## src/i2c_target_command_mailbox_macros.svh

```systemverilog
// Assertion macros shared by the mailbox RTL.
`ifndef I2C_TARGET_COMMAND_MAILBOX_MACROS_SVH
`define I2C_TARGET_COMMAND_MAILBOX_MACROS_SVH

// Same-cycle implication, disabled in reset.
`define ITCM_ASSERT_NOW(label, clk, rst_n, ante, cons, msg) \
  label: assert property (@(posedge clk) disable iff (!rst_n) (ante) |-> (cons)) \
    else $error(msg);

// Next-cycle implication, disabled in reset.
`define ITCM_ASSERT_NEXT(label, clk, rst_n, ante, cons, msg) \
  label: assert property (@(posedge clk) disable iff (!rst_n) (ante) |=> (cons)) \
    else $error(msg);

`endif

```

## src/itcm_pkg.sv

```systemverilog
// Types, codes and constants for the I2C target command mailbox.
`default_nettype none

package itcm_pkg;

  localparam int MODE_W = 4;
  localparam int BYTE_W = 8;
  localparam int IDX_W  = 5;
  localparam int LEN_W  = 6;
  localparam int CNT_W  = 6;

  localparam int RX_DEPTH_DEF = 32;
  localparam int TX_DEPTH_DEF = 32;
  localparam int QUEUE_DEPTH  = 2;

  localparam logic [BYTE_W-1:0] ZERO_BYTE = 8'h00;

  localparam logic [MODE_W-1:0] MODE_ADDR_WRITE = 4'd0;
  localparam logic [MODE_W-1:0] MODE_MASTER_BYTE = 4'd1;
  localparam logic [MODE_W-1:0] MODE_READ_REQ   = 4'd2;
  localparam logic [MODE_W-1:0] MODE_READ_DONE  = 4'd3;
  localparam logic [MODE_W-1:0] MODE_TX_LOAD    = 4'd4;
  localparam logic [MODE_W-1:0] MODE_TX_LENGTH  = 4'd5;
  localparam logic [MODE_W-1:0] MODE_TX_REWIND  = 4'd6;
  localparam logic [MODE_W-1:0] MODE_TAKE_CMD   = 4'd7;
  localparam logic [MODE_W-1:0] MODE_RX_READ    = 4'd8;

  typedef enum logic [3:0] {
    OP_NOP,
    OP_ADDR_MATCH,
    OP_WRITE_BYTE,
    OP_READ_REQ,
    OP_TX_LOAD,
    OP_TX_LENGTH,
    OP_TX_REWIND,
    OP_TAKE_CMD,
    OP_RX_READ
  } op_t;

  typedef enum logic {
    BK_EXEC,
    BK_READ
  } bk_state_t;

  typedef struct packed {
    logic [MODE_W-1:0] mode;
    logic [BYTE_W-1:0] data_byte;
    logic [IDX_W-1:0]  index;
    logic [LEN_W-1:0]  length;
  } in_item_t;

  typedef struct packed {
    logic [BYTE_W-1:0] out_byte;
    logic              command_pending;
    logic [CNT_W-1:0]  rx_count;
    logic [CNT_W-1:0]  tx_position;
  } out_item_t;

  typedef struct packed {
    op_t               op;
    logic [BYTE_W-1:0] data_byte;
    logic [IDX_W-1:0]  index;
    logic [LEN_W-1:0]  length;
  } op_item_t;

endpackage

`default_nettype wire

```

## src/i2c_target_command_mailbox.sv

```systemverilog
// Top level of the I2C target command mailbox.
//
// Input channel: a queue write port (push, full, in_item). Each transfer is one
// decoded bus event or host access; it is taken when push is high and full low.
// Result channel: a queue read port (empty, pop, out_item). Every input transfer
// yields exactly one result, in order, holding the byte served and the pending
// flag, receive count and transmit position after that operation.
// Decoded operations wait in a two-entry queue ahead of the executing back end,
// and one output register holds the finished result.
// A master read request or receive read that hits a buffer entry passes through the
// registered buffer RAM read and the read state before its result is loaded.
// Throughput: one operation per cycle while the output register is free or popped;
// a buffer read holds off the next operation until its result is loaded.
// Reset clears the command, pending flag, counts and pointers; buffer contents
// stay as they were. While pop is held low the output register keeps its
// result, the queue fills, and full rises after two more transfers.
`default_nettype none

module i2c_target_command_mailbox #(
  parameter int RX_DEPTH = itcm_pkg::RX_DEPTH_DEF,
  parameter int TX_DEPTH = itcm_pkg::TX_DEPTH_DEF
) (
  input  wire logic                clk,
  input  wire logic                rst_n,
  input  wire logic                push,
  output logic                     full,
  input  wire itcm_pkg::in_item_t  in_item,
  output logic                     empty,
  input  wire logic                pop,
  output itcm_pkg::out_item_t      out_item
);

  import itcm_pkg::*;

  logic     q_valid;
  logic     q_pop;
  op_item_t q_item;

  itcm_front u_front (
    .clk     (clk),
    .rst_n   (rst_n),
    .push    (push),
    .full    (full),
    .in_item (in_item),
    .q_valid (q_valid),
    .q_pop   (q_pop),
    .q_item  (q_item)
  );

  itcm_back #(
    .RX_DEPTH (RX_DEPTH),
    .TX_DEPTH (TX_DEPTH)
  ) u_back (
    .clk      (clk),
    .rst_n    (rst_n),
    .q_valid  (q_valid),
    .q_pop    (q_pop),
    .q_item   (q_item),
    .empty    (empty),
    .pop      (pop),
    .out_item (out_item)
  );

endmodule

`default_nettype wire

```

## src/itcm_ram.sv

```systemverilog
// Generic single-write, single-read RAM with registered read data.
`default_nettype none

module itcm_ram #(
  parameter int WIDTH = 8,
  parameter int DEPTH = 32
) (
  input  wire logic                                      clk,
  input  wire logic                                      wr_en,
  input  wire logic [((DEPTH > 1) ? $clog2(DEPTH) : 1)-1:0] wr_addr,
  input  wire logic [WIDTH-1:0]                          wr_data,
  input  wire logic                                      rd_en,
  input  wire logic [((DEPTH > 1) ? $clog2(DEPTH) : 1)-1:0] rd_addr,
  output logic      [WIDTH-1:0]                          rd_data
);

  logic [WIDTH-1:0] mem_r [DEPTH];
  logic [WIDTH-1:0] rd_data_r;

  always_ff @(posedge clk) begin
    if (wr_en) begin
      mem_r[wr_addr] <= wr_data;
    end
    if (rd_en) begin
      rd_data_r <= mem_r[rd_addr];
    end
  end

  assign rd_data = rd_data_r;

endmodule

`default_nettype wire

```

## src/itcm_front.sv

```systemverilog
// Front end: accept input transfers, decode the mode and queue the operation.
`default_nettype none

`include "i2c_target_command_mailbox_macros.svh"

module itcm_front (
  input  wire logic               clk,
  input  wire logic               rst_n,
  input  wire logic               push,
  output logic                    full,
  input  wire itcm_pkg::in_item_t in_item,
  output logic                    q_valid,
  input  wire logic               q_pop,
  output itcm_pkg::op_item_t      q_item
);

  import itcm_pkg::*;

  localparam int PW = (QUEUE_DEPTH > 1) ? $clog2(QUEUE_DEPTH) : 1;
  localparam int CW = $clog2(QUEUE_DEPTH + 1);

  op_item_t        slot_r [QUEUE_DEPTH];
  logic [PW-1:0]   wr_ptr_r, wr_ptr_nxt;
  logic [PW-1:0]   rd_ptr_r, rd_ptr_nxt;
  logic [CW-1:0]   count_r, count_nxt;
  op_item_t        dec_item;
  logic            do_push;
  logic            do_pop;

  always_comb begin
    dec_item.data_byte = in_item.data_byte;
    dec_item.index     = in_item.index;
    dec_item.length    = in_item.length;
    unique case (in_item.mode)
      MODE_ADDR_WRITE:  dec_item.op = OP_ADDR_MATCH;
      MODE_MASTER_BYTE: dec_item.op = OP_WRITE_BYTE;
      MODE_READ_REQ:    dec_item.op = OP_READ_REQ;
      MODE_TX_LOAD:     dec_item.op = OP_TX_LOAD;
      MODE_TX_LENGTH:   dec_item.op = OP_TX_LENGTH;
      MODE_TX_REWIND:   dec_item.op = OP_TX_REWIND;
      MODE_TAKE_CMD:    dec_item.op = OP_TAKE_CMD;
      MODE_RX_READ:     dec_item.op = OP_RX_READ;
      default:          dec_item.op = OP_NOP;
    endcase
  end

  assign full    = (count_r == CW'(QUEUE_DEPTH));
  assign q_valid = (count_r != '0);
  assign q_item  = slot_r[rd_ptr_r];
  assign do_push = push && !full;
  assign do_pop  = q_pop && q_valid;

  always_comb begin
    wr_ptr_nxt = wr_ptr_r;
    rd_ptr_nxt = rd_ptr_r;
    count_nxt  = count_r;
    if (do_push) begin
      wr_ptr_nxt = (wr_ptr_r == PW'(QUEUE_DEPTH - 1)) ? '0 : wr_ptr_r + PW'(1);
    end
    if (do_pop) begin
      rd_ptr_nxt = (rd_ptr_r == PW'(QUEUE_DEPTH - 1)) ? '0 : rd_ptr_r + PW'(1);
    end
    if (do_push && !do_pop) begin
      count_nxt = count_r + CW'(1);
    end else if (do_pop && !do_push) begin
      count_nxt = count_r - CW'(1);
    end
  end

  always_ff @(posedge clk) begin
    if (!rst_n) begin
      wr_ptr_r <= '0;
      rd_ptr_r <= '0;
      count_r  <= '0;
    end else begin
      wr_ptr_r <= wr_ptr_nxt;
      rd_ptr_r <= rd_ptr_nxt;
      count_r  <= count_nxt;
    end
  end

  always_ff @(posedge clk) begin
    if (do_push) begin
      slot_r[wr_ptr_r] <= dec_item;
    end
  end

  `ITCM_ASSERT_NOW(a_count_bound, clk, rst_n, 1'b1, count_r <= CW'(QUEUE_DEPTH), "queue count overflow")
  `ITCM_ASSERT_NEXT(a_push_counts, clk, rst_n, do_push && !do_pop, count_r == $past(count_r) + CW'(1), "push lost")
  `ITCM_ASSERT_NEXT(a_pop_counts, clk, rst_n, do_pop && !do_push, count_r == $past(count_r) - CW'(1), "pop lost")

endmodule

`default_nettype wire

```

## src/itcm_back.sv

```systemverilog
// Back end: execute queued operations against mailbox state and buffers.
`default_nettype none

`include "i2c_target_command_mailbox_macros.svh"

module itcm_back #(
  parameter int RX_DEPTH = itcm_pkg::RX_DEPTH_DEF,
  parameter int TX_DEPTH = itcm_pkg::TX_DEPTH_DEF
) (
  input  wire logic               clk,
  input  wire logic               rst_n,
  input  wire logic               q_valid,
  output logic                    q_pop,
  input  wire itcm_pkg::op_item_t q_item,
  output logic                    empty,
  input  wire logic               pop,
  output itcm_pkg::out_item_t     out_item
);

  import itcm_pkg::*;

  localparam int RX_AW = (RX_DEPTH > 1) ? $clog2(RX_DEPTH) : 1;
  localparam int TX_AW = (TX_DEPTH > 1) ? $clog2(TX_DEPTH) : 1;
  localparam int RX_CW = $clog2(RX_DEPTH + 1);
  localparam int TX_CW = $clog2(TX_DEPTH + 1);
  localparam int RX_KW = RX_CW + IDX_W;
  localparam int TX_KW = TX_CW + IDX_W;
  localparam int TL_KW = TX_CW + LEN_W;

  bk_state_t          state_r, state_nxt;
  logic [BYTE_W-1:0]  cmd_r, cmd_nxt;
  logic               pending_r, pending_nxt;
  logic               expect_r, expect_nxt;
  logic [RX_CW-1:0]   rx_fill_r, rx_fill_nxt;
  logic [TX_CW-1:0]   tx_limit_r, tx_limit_nxt;
  logic [TX_CW-1:0]   tx_ptr_r, tx_ptr_nxt;
  logic               rd_rx_r, rd_rx_nxt;
  logic               out_valid_r, out_valid_nxt;
  out_item_t          out_item_r, out_item_nxt;

  logic               out_pop;
  logic               can_out;
  logic               out_load;
  logic [BYTE_W-1:0]  res_byte;

  logic               rx_we, rx_re, tx_we, tx_re;
  logic [BYTE_W-1:0]  rx_rdata, tx_rdata;
  logic [RX_KW-1:0]   idx_rx_k, fill_k;
  logic [TX_KW-1:0]   idx_tx_k;
  logic [TL_KW-1:0]   len_k;
  logic [RX_AW-1:0]   rx_rd_addr;
  logic [TX_AW-1:0]   tx_wr_addr;
  logic [RX_CW+CNT_W-1:0] rx_cnt_k;
  logic [TX_CW+CNT_W-1:0] tx_cnt_k;

  assign idx_rx_k   = {{RX_CW{1'b0}}, q_item.index};
  assign fill_k     = {{IDX_W{1'b0}}, rx_fill_r};
  assign idx_tx_k   = {{TX_CW{1'b0}}, q_item.index};
  assign len_k      = {{TX_CW{1'b0}}, q_item.length};
  assign rx_rd_addr = idx_rx_k[RX_AW-1:0];
  assign tx_wr_addr = idx_tx_k[TX_AW-1:0];

  assign out_pop = pop && out_valid_r;
  assign can_out = !out_valid_r || out_pop;

  always_comb begin
    state_nxt    = state_r;
    cmd_nxt      = cmd_r;
    pending_nxt  = pending_r;
    expect_nxt   = expect_r;
    rx_fill_nxt  = rx_fill_r;
    tx_limit_nxt = tx_limit_r;
    tx_ptr_nxt   = tx_ptr_r;
    rd_rx_nxt    = rd_rx_r;
    q_pop        = 1'b0;
    out_load     = 1'b0;
    res_byte     = ZERO_BYTE;
    rx_we        = 1'b0;
    rx_re        = 1'b0;
    tx_we        = 1'b0;
    tx_re        = 1'b0;
    unique case (state_r)
      BK_EXEC: begin
        if (q_valid && can_out) begin
          q_pop    = 1'b1;
          out_load = 1'b1;
          unique case (q_item.op)
            OP_ADDR_MATCH: begin
              expect_nxt = 1'b1;
            end
            OP_WRITE_BYTE: begin
              if (expect_r) begin
                cmd_nxt     = q_item.data_byte;
                rx_fill_nxt = '0;
                pending_nxt = 1'b1;
              end else if (rx_fill_r < RX_CW'(RX_DEPTH)) begin
                rx_we       = 1'b1;
                rx_fill_nxt = rx_fill_r + RX_CW'(1);
              end
              expect_nxt = 1'b0;
            end
            OP_READ_REQ: begin
              if (tx_ptr_r < tx_limit_r) begin
                tx_re      = 1'b1;
                tx_ptr_nxt = tx_ptr_r + TX_CW'(1);
                rd_rx_nxt  = 1'b0;
                out_load   = 1'b0;
                state_nxt  = BK_READ;
              end
            end
            OP_TX_LOAD: begin
              tx_we = (idx_tx_k < TX_KW'(TX_DEPTH));
            end
            OP_TX_LENGTH: begin
              tx_limit_nxt = (len_k < TL_KW'(TX_DEPTH)) ? len_k[TX_CW-1:0]
                                                        : TX_CW'(TX_DEPTH);
              tx_ptr_nxt   = '0;
            end
            OP_TX_REWIND: begin
              tx_ptr_nxt = '0;
            end
            OP_TAKE_CMD: begin
              res_byte    = cmd_r;
              pending_nxt = 1'b0;
            end
            OP_RX_READ: begin
              if (idx_rx_k < fill_k) begin
                rx_re     = 1'b1;
                rd_rx_nxt = 1'b1;
                out_load  = 1'b0;
                state_nxt = BK_READ;
              end
            end
            default: begin
            end
          endcase
        end
      end
      BK_READ: begin
        if (can_out) begin
          out_load  = 1'b1;
          res_byte  = rd_rx_r ? rx_rdata : tx_rdata;
          state_nxt = BK_EXEC;
        end
      end
      default: begin
        state_nxt = BK_EXEC;
      end
    endcase
  end

  assign rx_cnt_k = {{CNT_W{1'b0}}, rx_fill_nxt};
  assign tx_cnt_k = {{CNT_W{1'b0}}, tx_ptr_nxt};

  always_comb begin
    out_item_nxt.out_byte        = res_byte;
    out_item_nxt.command_pending = pending_nxt;
    out_item_nxt.rx_count        = rx_cnt_k[CNT_W-1:0];
    out_item_nxt.tx_position     = tx_cnt_k[CNT_W-1:0];
    out_valid_nxt = out_load ? 1'b1 : (out_pop ? 1'b0 : out_valid_r);
  end

  always_ff @(posedge clk) begin
    if (!rst_n) begin
      state_r     <= BK_EXEC;
      cmd_r       <= ZERO_BYTE;
      pending_r   <= 1'b0;
      expect_r    <= 1'b0;
      rx_fill_r   <= '0;
      tx_limit_r  <= '0;
      tx_ptr_r    <= '0;
      out_valid_r <= 1'b0;
    end else begin
      state_r     <= state_nxt;
      cmd_r       <= cmd_nxt;
      pending_r   <= pending_nxt;
      expect_r    <= expect_nxt;
      rx_fill_r   <= rx_fill_nxt;
      tx_limit_r  <= tx_limit_nxt;
      tx_ptr_r    <= tx_ptr_nxt;
      out_valid_r <= out_valid_nxt;
    end
  end

  always_ff @(posedge clk) begin
    rd_rx_r <= rd_rx_nxt;
    if (out_load) begin
      out_item_r <= out_item_nxt;
    end
  end

  itcm_ram #(
    .WIDTH (BYTE_W),
    .DEPTH (RX_DEPTH)
  ) u_rx_ram (
    .clk     (clk),
    .wr_en   (rx_we),
    .wr_addr (rx_fill_r[RX_AW-1:0]),
    .wr_data (q_item.data_byte),
    .rd_en   (rx_re),
    .rd_addr (rx_rd_addr),
    .rd_data (rx_rdata)
  );

  itcm_ram #(
    .WIDTH (BYTE_W),
    .DEPTH (TX_DEPTH)
  ) u_tx_ram (
    .clk     (clk),
    .wr_en   (tx_we),
    .wr_addr (tx_wr_addr),
    .wr_data (q_item.data_byte),
    .rd_en   (tx_re),
    .rd_addr (tx_ptr_r[TX_AW-1:0]),
    .rd_data (tx_rdata)
  );

  assign empty    = !out_valid_r;
  assign out_item = out_item_r;

  `ITCM_ASSERT_NOW(a_no_take_in_read, clk, rst_n, state_r == BK_READ, !q_pop, "operation taken during buffer read")
  `ITCM_ASSERT_NOW(a_rx_fill_bound, clk, rst_n, 1'b1, rx_fill_r <= RX_CW'(RX_DEPTH), "receive fill past depth")
  `ITCM_ASSERT_NOW(a_tx_ptr_bound, clk, rst_n, 1'b1, tx_ptr_r <= tx_limit_r, "transmit pointer past length")
  `ITCM_ASSERT_NOW(a_tx_limit_bound, clk, rst_n, 1'b1, tx_limit_r <= TX_CW'(TX_DEPTH), "transmit length past depth")

endmodule

`default_nettype wire
```

## config.mk

```make
export PLATFORM = sky130hd
export DESIGN_NAME = i2c_target_command_mailbox
export DESIGN_NICKNAME = d
export VERILOG_FILES = /design/src/itcm_pkg.sv /design/src/i2c_target_command_mailbox.sv /design/src/itcm_ram.sv /design/src/itcm_front.sv /design/src/itcm_back.sv
export VERILOG_INCLUDE_DIRS = /design/src /design/src/src
export SDC_FILE = /design/constraint.sdc
export NUM_CORES = 1
export LEC_CHECK = 0
export BUFFER_PORTS_ARGS = -buffer_cell sky130_fd_sc_hd__buf_2
export CAP_MARGIN = 20
export CORE_MARGIN = 3
export CORE_UTILIZATION = 57
export CTS_CLUSTER_DIAMETER = 100
export DETAILED_ROUTE_END_ITERATION = 10
export HOLD_SLACK_MARGIN = 0.02
export PLACE_DENSITY = 0.73
export REMOVE_ABC_BUFFERS = 1
export SLEW_MARGIN = 10
export SYNTH_ARGS = -nofsm -noshare
export SYNTH_HDL_FRONTEND = slang
export SYNTH_SLANG_ARGS = --single-unit
```

## constraint.sdc

```tcl
create_clock -name clk -period 4.9 [get_ports clk]
set_input_delay 0.98 -clock clk [delete_from_list [all_inputs] [get_ports clk]]
set_output_delay 0.98 -clock clk [all_outputs]
set_load 0.05 [all_outputs]
```

## Word level (Yosys, flattened, before mapping)

Memories as Yosys holds them, arrays and structs flattened. A register that Yosys moved wholly into a read port is not among the register bits.
Index checks and enable logic that the tools add are counted.

| word-level totals | value |
|---|---|
| bits in registers | 56 |
| bits in writable memories | 558 |
| bits in read-only memories | 64 |
| logic and storage cells | 129 |
| memories | 4 |

Memories:

| name | depth | width | rd ports | clocked after Yosys merged registers in | wr ports | RTL line | source |
|---|---|---|---|---|---|---|---|
| u_back.u_rx_ram.mem_r | 32 | 8 | 1 | 1 | 1 | itcm_ram.sv:17 | `logic [WIDTH-1:0] mem_r [DEPTH];` |
| u_back.u_tx_ram.mem_r | 32 | 8 | 1 | 1 | 1 | itcm_ram.sv:17 |  |
| (name not given) | 16 | 4 | 1 | 0 | 0 | itcm_front.sv:34 | `unique case (in_item.mode)` |
| u_front.slot_r | 2 | 23 | 1 | 1 | 1 | itcm_front.sv:22 | `op_item_t slot_r [QUEUE_DEPTH];` |

| operators by class | value |
|---|---|
| $add $sub $neg | 6 |
| $lt $le $gt $ge | 5 |
| equal/unequal tests | 11 |
| muxes and demuxes | 65 |
| bitwise operators | 1 |
| reduce and logical (&&, ||, !) cells | 21 |

Operators by type and width:

| operator | number |
|---|---|
| $mux W6 | 9 |
| $mux W1 | 41 |
| $mux W8 | 4 |
| $eq A4 B3 Y1 const B | 4 |
| $pmux W8 S2 | 1 |
| $pmux W1 S2 | 7 |
| $add A6 B1 Y6 const B | 2 |
| $lt A6 B6 Y1 const B | 2 |
| $pmux W6 S2 | 1 |
| $reduce_bool A2 Y1 | 5 |
| $eq A4 B2 Y1 const B | 2 |
| $logic_and A1 B1 Y1 | 6 |
| $lt A5 B6 Y1 | 1 |
| $lt A5 B6 Y1 const B | 1 |
| $lt A6 B6 Y1 | 1 |
| $reduce_and A3 Y1 | 2 |
| $reduce_and A5 Y1 | 1 |
| $eq A4 B1 Y1 const B | 1 |
| $eq A4 B4 Y1 const B | 1 |
| $logic_not A1 Y1 | 4 |
| $mux W2 | 2 |
| $ne A2 B1 Y1 const B | 2 |
| $reduce_and A4 Y1 | 1 |
| $add A1 B1 Y1 const B | 2 |
| 6 further kinds | 6 |

## Longest topological paths before layout

Gate-level depths: netlist of run 1.

| logic depth | value |
|---|---|
| depth in word-level cells | 9 |
| mapped depth | 11 |

## Modules after synthesis

Synthesis of run 1 repeated with hierarchy kept, for this count alone.

| second synthesis, totals | value |
|---|---|
| cells, all modules | 1234 |
| area, all modules | 24932.7 sq um |

Modules (own cells, without submodules):

| module | instances | cells each | area each (sq um) | sequential area each (sq um) |
|---|---|---|---|---|
| itcm_ram | 2 | 417 | 10133.5 | 7927.6 |
| itcm_back | 1 | 293 | 2706.3 | 1261.2 |
| itcm_front | 1 | 107 | 1959.4 | 1481.4 |

## Worst setup path before layout of run 1

Ideal clock, no wire load.

| path | value |
|---|---|
| kind | register to register |
| from | reg (tool-made name) |
| to | reg u_back.out_item_r (netlist bit u_back.out_item[0]), enable pin |
| setup time | 0.379 ns |
| arrival time | 3.076 ns |
| slack | 1.445 ns |
| cell stages (with the launch flop) | 11 |
| buffers on the path | 4 |
| cell sequence | dfxtp_1 -> buf_4 -> buf_2 -> buf_2 -> buf_2 -> mux2_2 -> ha_1 -> nand4b_1 -> o221a_2 -> a21oi_1 -> a22o_1 |

RTL lines:

| element | RTL line | source |
|---|---|---|
| end signal, assigned | itcm_back.sv:188 | `out_item_r <= out_item_nxt;` |
| end, declared | itcm_back.sv:39 | `out_item_t out_item_r, out_item_nxt;` |

==> impl_results.md, run 1 <==
- Register bit total from synthesis: 631
- Fraction of synthesized area in multiplexers: 13.23%
- DRC errors left: 0
- Filler cell count in the final layout: 2734
- Die width: 214.8 um
- IR Drop Worst-Case VDD: 0.3851 mV
- Critical path endpoint category: flop
- Global router's overall resource usage: 24.61%
- Seq/Total Area, Yosys: 74.81%
- Most common cell after layout, fill and taps aside: sky130_fd_sc_hd__edfxtp_1
- Count of warnings emitted by yosys: 0
- Period utilisation layout: 78.86%
- Maximum level of the CTS H-tree: 2
- Number of global-route vias before repair: 12910
- Post-cts sizing count: 0
- Fin Clk Skew: 25.11 ps
- Worst hold path stage count: 2
- Average via count per standard cell: 6.283
- Most frequent cells in the layout: 596 x sky130_fd_sc_hd__edfxtp_1, 126 x sky130_fd_sc_hd__mux4_2, 83 x sky130_fd_sc_hd__nor2_1
- Inst Count DP: 1914
- Yosys cell types: 65
- R2R depth: 7
- Post-synth top flop: sky130_fd_sc_hd__edfxtp_1
- CP startpoint kind: flop
- Data arrival, critical path: 4130 ps
- Post-CTS repair timing setup buffer count: 0
- Max-cap violations: 0
- Total standard cell area after synthesis: 24860 um^2
- Top fanout value on the critical path: 30
- Layout cell share with drive strength beyond 1: 24.07%
- Largest family of logic cells by synthesized area: multiplexers
- Number of antenna violations at the first check in global routing: 2
- Power density of the placed cells: 495.3 nW/um^2
- Placed wire-length estimate: 35610 um
- Number of enable-type register cells in the synthesized netlist: 596
- Clock sink total: 631
- Final worst setup slack: 1036 ps
- Final core utilization: 65.83%
- Worst-case setup slack after placement: 1152 ps
- Leak Pwr: 8.858 nW
- Fraction of synthesized cell area in xor and xnor cells: 0.3523%
- Share of flip-flops with an asynchronous set or reset: 0%
- Synth Area in Simple Gates: 4.982%
- Maximum number of pins on one net before global-route repair: 71
- Final hold viol count: 0
- Clock latency of the later-clocked register in the worst-skew pair: 620 ps
- Clock transition at the registers of the reported paths: 70 ps
- Root Buffer: sky130_fd_sc_hd__clkbuf_16
- Core ar.: 42510 um^2
- Pre-Repair DR Iteration Count: 5
- Layout overhead on the synthesized area: 12.56%
- Cts bufs inserted: 59
- Height of the die: 214.8 um
- Gate count after technology mapping: 1309
- Final standard cell count with taps included and fillers excluded: 2027
- Mean instance size in the synthesized netlist: 18.99 um^2
- Iteration-0 DRC count of the detailed router: 1455
- # IOs: 50
- Rows: 75
- First-pass GRT wire length: 84550 um
- Layout Nets: 1443
- Buffers from clock root to sink, at most: 3
- Routability-driven placement congestion ratio: 0.8696
- DIE AREA: 46160 um^2
- Vias: 12740
- Remaining global-route overflow: 0
- RSZ-0062 raised after global routing: no
- Count of antenna-violating nets left after detailed routing: 0
- Initial Utilization: 58.48%
- Final setup violation count: 0
- WP data required: 5170 ps
- Result of the run: complete, no violations
- Post-route worst hold slack: 477.9 ps
- Remaining max-slew budget at the tightest pin: 26.92%
- Start-to-end type of the worst setup path: reg2reg
- Port buffer count: 49
- Fmax: 0.2588 GHz
- Pins over their slew limit: 0
- Total routed wirelength: 56200 um
- Compound-gate portion of the synthesized area: 4.419%
- Transition at the pin with the smallest max-transition slack: 1069 ps
- Class of the tightest hold or removal check: reg2reg
- CTS tree: built
- Average wire per cell in the routed design: 27.73 um
- Hold_buf cts: 0
- Diodes inserted: 0
- Post-synthesis adder-cell area fraction: 0.8556%
- Minimum clock period after layout: 3864 ps
[per-stage QoR]
| stage | instance area, um^2 | power (mW) | TNS [ps] |
|---|---|---|---|
| after global placement | 25830 | 9.066 | 0 |
| after detailed placement | 25880 | 9.120 | 0 |
| after global routing | 27980 | 14.30 | 0 |
| after floorplan | 24620 | 8.181 | -9996 |
| after CTS | 27960 | 13.90 | 0 |
| final | 27980 | 13.86 | 0 |
[flip-flops by register name, summed over array words and instances (netlist names), named ones only]
signal / cells
u_back.u_tx_ram.mem_r: 256
u_back.pending_r: 1
u_front.wr_ptr_r: 1
u_back.u_rx_ram.mem_r: 256
u_front.count_r: 2
u_back.tx_ptr_r: 6
u_back.state_r: 1
u_back.out_valid_r: 1
u_back.rx_fill_r: 6
u_front.rd_ptr_r: 1
u_back.tx_limit_r: 6
u_back.rd_rx_r: 1
u_back.cmd_r: 8
u_back.out_item: 21
u_front.slot_r: 46
u_back.u_tx_ram.rd_data: 8
u_back.u_rx_ram.rd_data: 8
u_back.expect_r: 1
[synth_stat cells, drive strengths merged, types with 10 or more instances]
master | count | area (um^2)
a21oi | 44 | 220.2
a22oi | 47 | 352.8
and2 | 38 | 237.7
buf | 32 | 176.4
clkbuf | 18 | 67.56
dfxtp | 35 | 700.7
edfxtp | 596 | 17900
ha | 17 | 212.7
inv | 23 | 86.33
mux2 | 22 | 247.7
mux2i | 19 | 202.7
mux4 | 126 | 2838
nand2 | 55 | 206.5
nand2b | 16 | 100.1
nand3 | 12 | 65.06
nor2 | 84 | 315.3
nor2b | 10 | 62.56
nor3 | 10 | 60.06
o21ai | 18 | 90.08
[critical path, stage by stage (launching register included)]
cell,delay [ps]
sky130_fd_sc_hd__dfxtp_2,630
sky130_fd_sc_hd__buf_4,450
sky130_fd_sc_hd__nor3b_1,360
sky130_fd_sc_hd__o2111ai_1,300
sky130_fd_sc_hd__nor3_2,480
sky130_fd_sc_hd__nand2_1,340
sky130_fd_sc_hd__nor3_1,490
sky130_fd_sc_hd__and2_1,460
[cell families after synthesis]
family	after synthesis
AO/OA/AOI/OAI	157
XOR/XNOR	10
adder cells (fa/ha/maj)	17
buffers and inverters	75
flip-flops	631
multiplexers	167
AND/OR/NAND/NOR	252
[worst paths after layout]
check | startpoint | to | slack, ps
setup / recovery | flop | u_back.u_rx_ram.mem_r[2][7] | 1040
hold / removal | u_back.cmd_r[7] | u_back.cmd_r[7] | 480
setup reg to reg | flop | u_back.u_rx_ram.mem_r[2][7] | 1040
hold reg to reg | u_back.cmd_r[7] | u_back.cmd_r[7] | 480
[final cells by class]
cell class	count	area, um^2	area share [%]
flip-flops and latches	631	18600	66.48
multi-input cells	603	5952	21.27
clock buffers	67	1558	5.567
well taps	577	721.9	2.580
repair buffers	79	528.0	1.887
clock inverters	45	524.3	1.873
inverters	25	95.09	0.3398
[per-layer routing]
metal	GRT usage, %	share of wire (%)
met5	0	0
met4	7.962	3.1
met3	4.534	8.8
met2	38.15	47
met1	36.21	41
[where the power goes]
group	switching, mW	leakage, nW	internal (mW)
clock	2.00	1.01	2.83
combinational	1.72	2.17	0.669
sequential	0.132	5.68	6.52
Power figures use the tool's default switching activity.
==> inputs of run 2 (changes only) <==
Settings changed: CORE_UTILIZATION 57 to 56, PLACE_DENSITY 0.73 to 0.75.
Clock period 4.9 ns to 3.25 ns, I/O delays scaled along.
==> run 2 against run 1 <==
Wire length is 2.5% higher. Combinational power up 57%. Hold slack lost 250 ps. Global-route usage is 0.36 points higher. Die area rose by 1.7%. Register-to-register slack got worse by 840 ps. Largest cell class unchanged.
==> impl_results.md, run 2 (synthesis gave the netlist of run 1 again) <==
- Maximum level of the CTS H-tree: 2
- Root Buffer: sky130_fd_sc_hd__clkbuf_16
- Routed length on met3: 5248 um
- Clock sink total: 631
- Transition at the pin with the smallest max-transition slack: 943.9 ps
- Top fanout value on the critical path: 21
- Most frequent cells in the layout: 596 x sky130_fd_sc_hd__edfxtp_1, 126 x sky130_fd_sc_hd__mux4_2, 83 x sky130_fd_sc_hd__nor2_1
- Layout overhead on the synthesized area: 13.52%
- Fmax: 0.3272 GHz
- Number of global-route vias before repair: 13150
- Final hold viol count: 0
- Delay of the slowest critical-path stage: 610 ps
- Total routed wirelength: 57600 um
- Setup TNS: 0 ps
- Count of antenna-violating nets left after detailed routing: 0
- Final setup violation count: 0
- Filler cell count in the final layout: 2890
- Minimum clock period after layout: 3056 ps
- Data arrival, critical path: 3320 ps
- Final total power: 20.38 mW
- Worst-case setup slack after placement: 318.6 ps
- Period utilisation layout: 94.03%
- Layout Nets: 1491
- Power density of the placed cells: 722.1 nW/um^2
- Most common cell after layout, fill and taps aside: sky130_fd_sc_hd__edfxtp_1
- Cts bufs inserted: 59
- Final standard cell count with taps included and fillers excluded: 2082
- Final design instance area without fill: 28220 um^2
- Layout cell share with drive strength beyond 1: 25.45%
- Start-to-end type of the worst setup path: reg2reg
- R2R depth: 6
- Remaining global-route overflow: 0
- Number of antenna violations at the first check in global routing: 1
- Vias: 13190
- Cells traversed along the worst timing path: nor3b_1 -> o2111ai_1 -> nor3_2 -> nand3b_1 -> nor2_1 -> and2_1
- Top routing layer in use: met5
- Clock transition at the registers of the reported paths: 60 ps
- Pins over their slew limit: 0
- Rows: 76
- Routed metal-1 wire length: 22430 um
- WP data required: 3520 ps
- Pre-Repair DR Iteration Count: 6
- Class of the tightest hold or removal check: in2reg
- Average wire per cell in the routed design: 27.67 um
- Initial Utilization: 57.21%
- Fin Clk Skew: 19.84 ps
- Hold_buf cts: 0
- Result of the run: complete, no violations
- Diodes inserted: 0
- Final worst setup slack: 194.0 ps
- CP startpoint kind: flop
- Routability-driven placement congestion ratio: 0.9055
- Core ar.: 43460 um^2
- Placed wire-length estimate: 36590 um
- Routed wire length on met2: 28160 um
- DIE AREA: 46960 um^2
- Inst Count DP: 1971
- CTS tree: built
- Global router's overall resource usage: 24.96%
- Port buffer count: 49
- Top flop regs: u_back.u_rx_ram.mem_r: 256 flops, u_back.u_tx_ram.mem_r: 256 flops, u_front.slot_r: 46 flops
- Maximum number of pins on one net before global-route repair: 69
- Library cell contributing the largest single delay on the critical path: sky130_fd_sc_hd__dfxtp_2
- Height of the die: 216.7 um
- Worst hold path stage count: 1
- IR Drop Worst-Case VDD: 0.6550 mV
- Post-place instance area: 26350 um^2
- First-pass GRT wire length: 86080 um
- DRC errors left: 0
- Clock latency of the later-clocked register in the worst-skew pair: 620 ps
- Buffers from clock root to sink, at most: 3
- Leak Pwr: 9.053 nW
- Average via count per standard cell: 6.333
- Die width: 216.7 um
- RSZ-0062 raised after global routing: no
- Max-cap violations: 0
- Iteration-0 DRC count of the detailed router: 1757
- Critical path endpoint category: flop
- # IOs: 50
- Remaining max-slew budget at the tightest pin: 37.07%
## run 2: per-layer routing
layer  vias to the layer above  track usage (%)
li1                       5580                -
met4                         2            7.770
met2                       716            39.63
met1                      6783            35.74
met3                       105            4.893
met5                         -                0
## run 2: report_power, final
group          switching (mW)  total, mW  internal, mW
logic                    2.62       3.73          1.11
registers               0.167       9.99          9.82
clock network            2.90       6.66          3.76
## run 2: repair_timing
action	in CTS	in global routing
endpoints found under the setup margin	0	24
buffers inserted	0	0
gates resized for setup	0	2
## run 2: worst max-delay path: cells and delay by family (launching register included)
kind	cells	cell delay (ps)
AO/OA/AOI/OAI	1	290
AND/OR/NAND/NOR	5	1780
flip-flops	1	610
## run 2: layout make-up
cell class	instances	area (um^2)	area share, %
Sequential cell	631	18600	65.92
Multi-Input combinational cell	603	5958	21.11
Clock buffer	78	1589	5.630
Timing Repair Buffer	127	968.4	3.431
Tap cell	585	732.0	2.593
Clock inverter	33	276.5	0.9797
Inverter	25	95.09	0.3369
## run 2: final timing paths
kind	to	slack, ps	startpoint
worst max-delay path	u_back.u_rx_ram.mem_r[23][0]	190	flop
worst min-delay path	u_front.slot_r[0][9]	220	in_item[9]
worst max register to register	u_back.u_rx_ram.mem_r[23][0]	190	flop
worst min register to register	u_back.cmd_r[0]	480	u_back.cmd_r[0]
## run 2: through the flow
| stage | hold slack (ps) | utilization (%) |
|---|---|---|
| finish | 223.6 | 64.95 |
| global route | 202.7 | 64.95 |
| CTS | 190.5 | 64.93 |
| detailed placement | 463.5 | 60.64 |
| global placement | 460.3 | 60.64 |
| floorplan | 443.7 | - |
==> inputs of run 3 (changes only) <==
Settings changed: CELL_PAD_IN_SITES_DETAIL_PLACEMENT set to 0, CELL_PAD_IN_SITES_GLOBAL_PLACEMENT set to 2, CORE_UTILIZATION 56 to 44, PLACE_DENSITY 0.75 to unset, PLACE_DENSITY_LB_ADDON set to 0.1.
==> run 3 against run 2 <==
Clock skew shrank 2.0 ps. Utilization shrank 13 points. Fmax shrank 1.1%. Combinational power grew 2%.
==> impl_results.md, run 3 (synthesis gave the netlist of run 1 again) <==
- Maximum number of pins on one net before global-route repair: 66
- Final standard cell count with taps included and fillers excluded: 2270
- Top fanout value on the critical path: 19
- Layout Nets: 1516
- Class of the tightest hold or removal check: in2reg
- Remaining global-route overflow: 0
- Inst Count DP: 2147
- Final design instance area without fill: 28870 um^2
- Height of the die: 243.7 um
- Register-to-register setup slack: 160 ps
- Total routed wirelength: 61310 um
- Most common cell after layout, fill and taps aside: sky130_fd_sc_hd__edfxtp_1
- Average wire per cell in the routed design: 27.01 um
- Count of antenna-violating nets left after detailed routing: 0
- Power density of the placed cells: 745.7 nW/um^2
- Data arrival, critical path: 3310 ps
- Final setup violation count: 0
- Start-to-end type of the worst setup path: reg2reg
- Clock transition at the registers of the reported paths: 60 ps
- Leak Pwr: 9.285 nW
- Final hold viol count: 0
- Root Buffer: sky130_fd_sc_hd__clkbuf_16
- Rows: 86
- Post-route worst hold slack: 250.1 ps
- Vias: 12830
- Top flop regs: u_back.u_rx_ram.mem_r: 256 flops, u_back.u_tx_ram.mem_r: 256 flops, u_front.slot_r: 46 flops
- Final total power: 21.53 mW
- Layout overhead on the synthesized area: 16.12%
- Average via count per standard cell: 5.654
- DIE AREA: 59390 um^2
- Period utilisation layout: 95.09%
- Fin Clk Skew: 17.83 ps
- Result of the run: complete, no violations
- # IOs: 50
- Global router's overall resource usage: 20.94%
- Iteration-0 DRC count of the detailed router: 1166
- Cts bufs inserted: 69
- Most frequent cells in the layout: 596 x sky130_fd_sc_hd__edfxtp_1, 126 x sky130_fd_sc_hd__mux4_2, 84 x sky130_fd_sc_hd__buf_4
- Initial Utilization: 44.78%
- Number of antenna violations at the first check in global routing: 1
- RSZ-0062 raised after global routing: no
- Transition at the pin with the smallest max-transition slack: 1134 ps
- Hold_buf cts: 0
- Post-CTS repair timing setup buffer count: 0
- WP data required: 3470 ps
- Fmax: 0.3236 GHz
- Remaining max-slew budget at the tightest pin: 24.43%
- Diodes inserted: 0
- Critical path endpoint category: flop
- Number of global-route vias before repair: 13230
- Placed wire-length estimate: 40060 um
- Final worst setup slack: 159.5 ps
- Layout cell share with drive strength beyond 1: 26.54%
- Routability-driven placement congestion ratio: 0.8443
- Max-cap violations: 0
- First-pass GRT wire length: 90740 um
- Pins over their slew limit: 0
- Post-place instance area: 26600 um^2
- Port buffer count: 49
- Core ar.: 55520 um^2
- Clock latency of the later-clocked register in the worst-skew pair: 600 ps
- Maximum level of the CTS H-tree: 3
- CTS tree: built
- Worst-case setup slack after placement: 200.6 ps
- Minimum clock period after layout: 3090 ps
- CP startpoint kind: flop
- Clock sink total: 631
- Post-cts sizing count: 0
- DRC errors left: 0
- Die width: 243.7 um
- Buffers from clock root to sink, at most: 3
- IR Drop Worst-Case VDD: 0.4649 mV
- Pre-Repair DR Iteration Count: 5
[run 3: cell types whose count changed in the layout (fill, tap and decap cells not counted), sizes merged]
| cell | delta |
|---|---|
| clkbuf | +8 |
| clkinvlp | -1 |
| bufinv | +4 |
| inv | +2 |
| clkinv | -3 |
| buf | +15 |
[run 3: critical path, cell delays in order (launching register included)]
cell and delay [ps]:
sky130_fd_sc_hd__dfxtp_2 460, sky130_fd_sc_hd__buf_4 290, sky130_fd_sc_hd__mux2i_4 560, sky130_fd_sc_hd__buf_4 370, sky130_fd_sc_hd__nand2_1 80, sky130_fd_sc_hd__a21oi_1 210, sky130_fd_sc_hd__o221a_2 240, sky130_fd_sc_hd__and2_1 500
[run 3: cell type report]
type	instances	area, um^2
tap	748	935.9
sequential	631	18600
multi-input combinational	603	5948
timing repair buffer	142	1056
clock inverter	35	386.6
inverter	25	95.09
fill	4481	26650
clock buffer	86	1843
[run 3: final timing paths]
kind,startpoint,to,cells after the start
worst max-delay path,flop,u_back.u_rx_ram.rd_data[3],7
worst min-delay path,in_item[11],u_front.slot_r[0][11],1
worst max register to register,flop,u_back.u_rx_ram.rd_data[3],7
worst min register to register,u_back.cmd_r[7],u_back.cmd_r[7],2
[run 3: through the flow]
stage	setup TNS (ps)	util, %
after floorplan	-337100	-
after global placement	0	47.91
after detailed placement	0	47.91
after CTS	0	51.92
after global routing	0	51.99
final	0	51.99
[run 3: power breakdown]
| part | leakage (nW) | switching (mW) | internal (mW) |
|---|---|---|---|
| Combinational | 2.51 | 2.68 | 1.14 |
| Sequential | 5.68 | 0.159 | 9.83 |
| Clock | 1.10 | 3.06 | 4.66 |
[run 3: layer usage]
layer  GRT usage, %  share of wire [%]
met5              0                  0
met4          5.346                2.3
met3          3.610                4.8
met2          34.00                 48
met1          29.66                 44
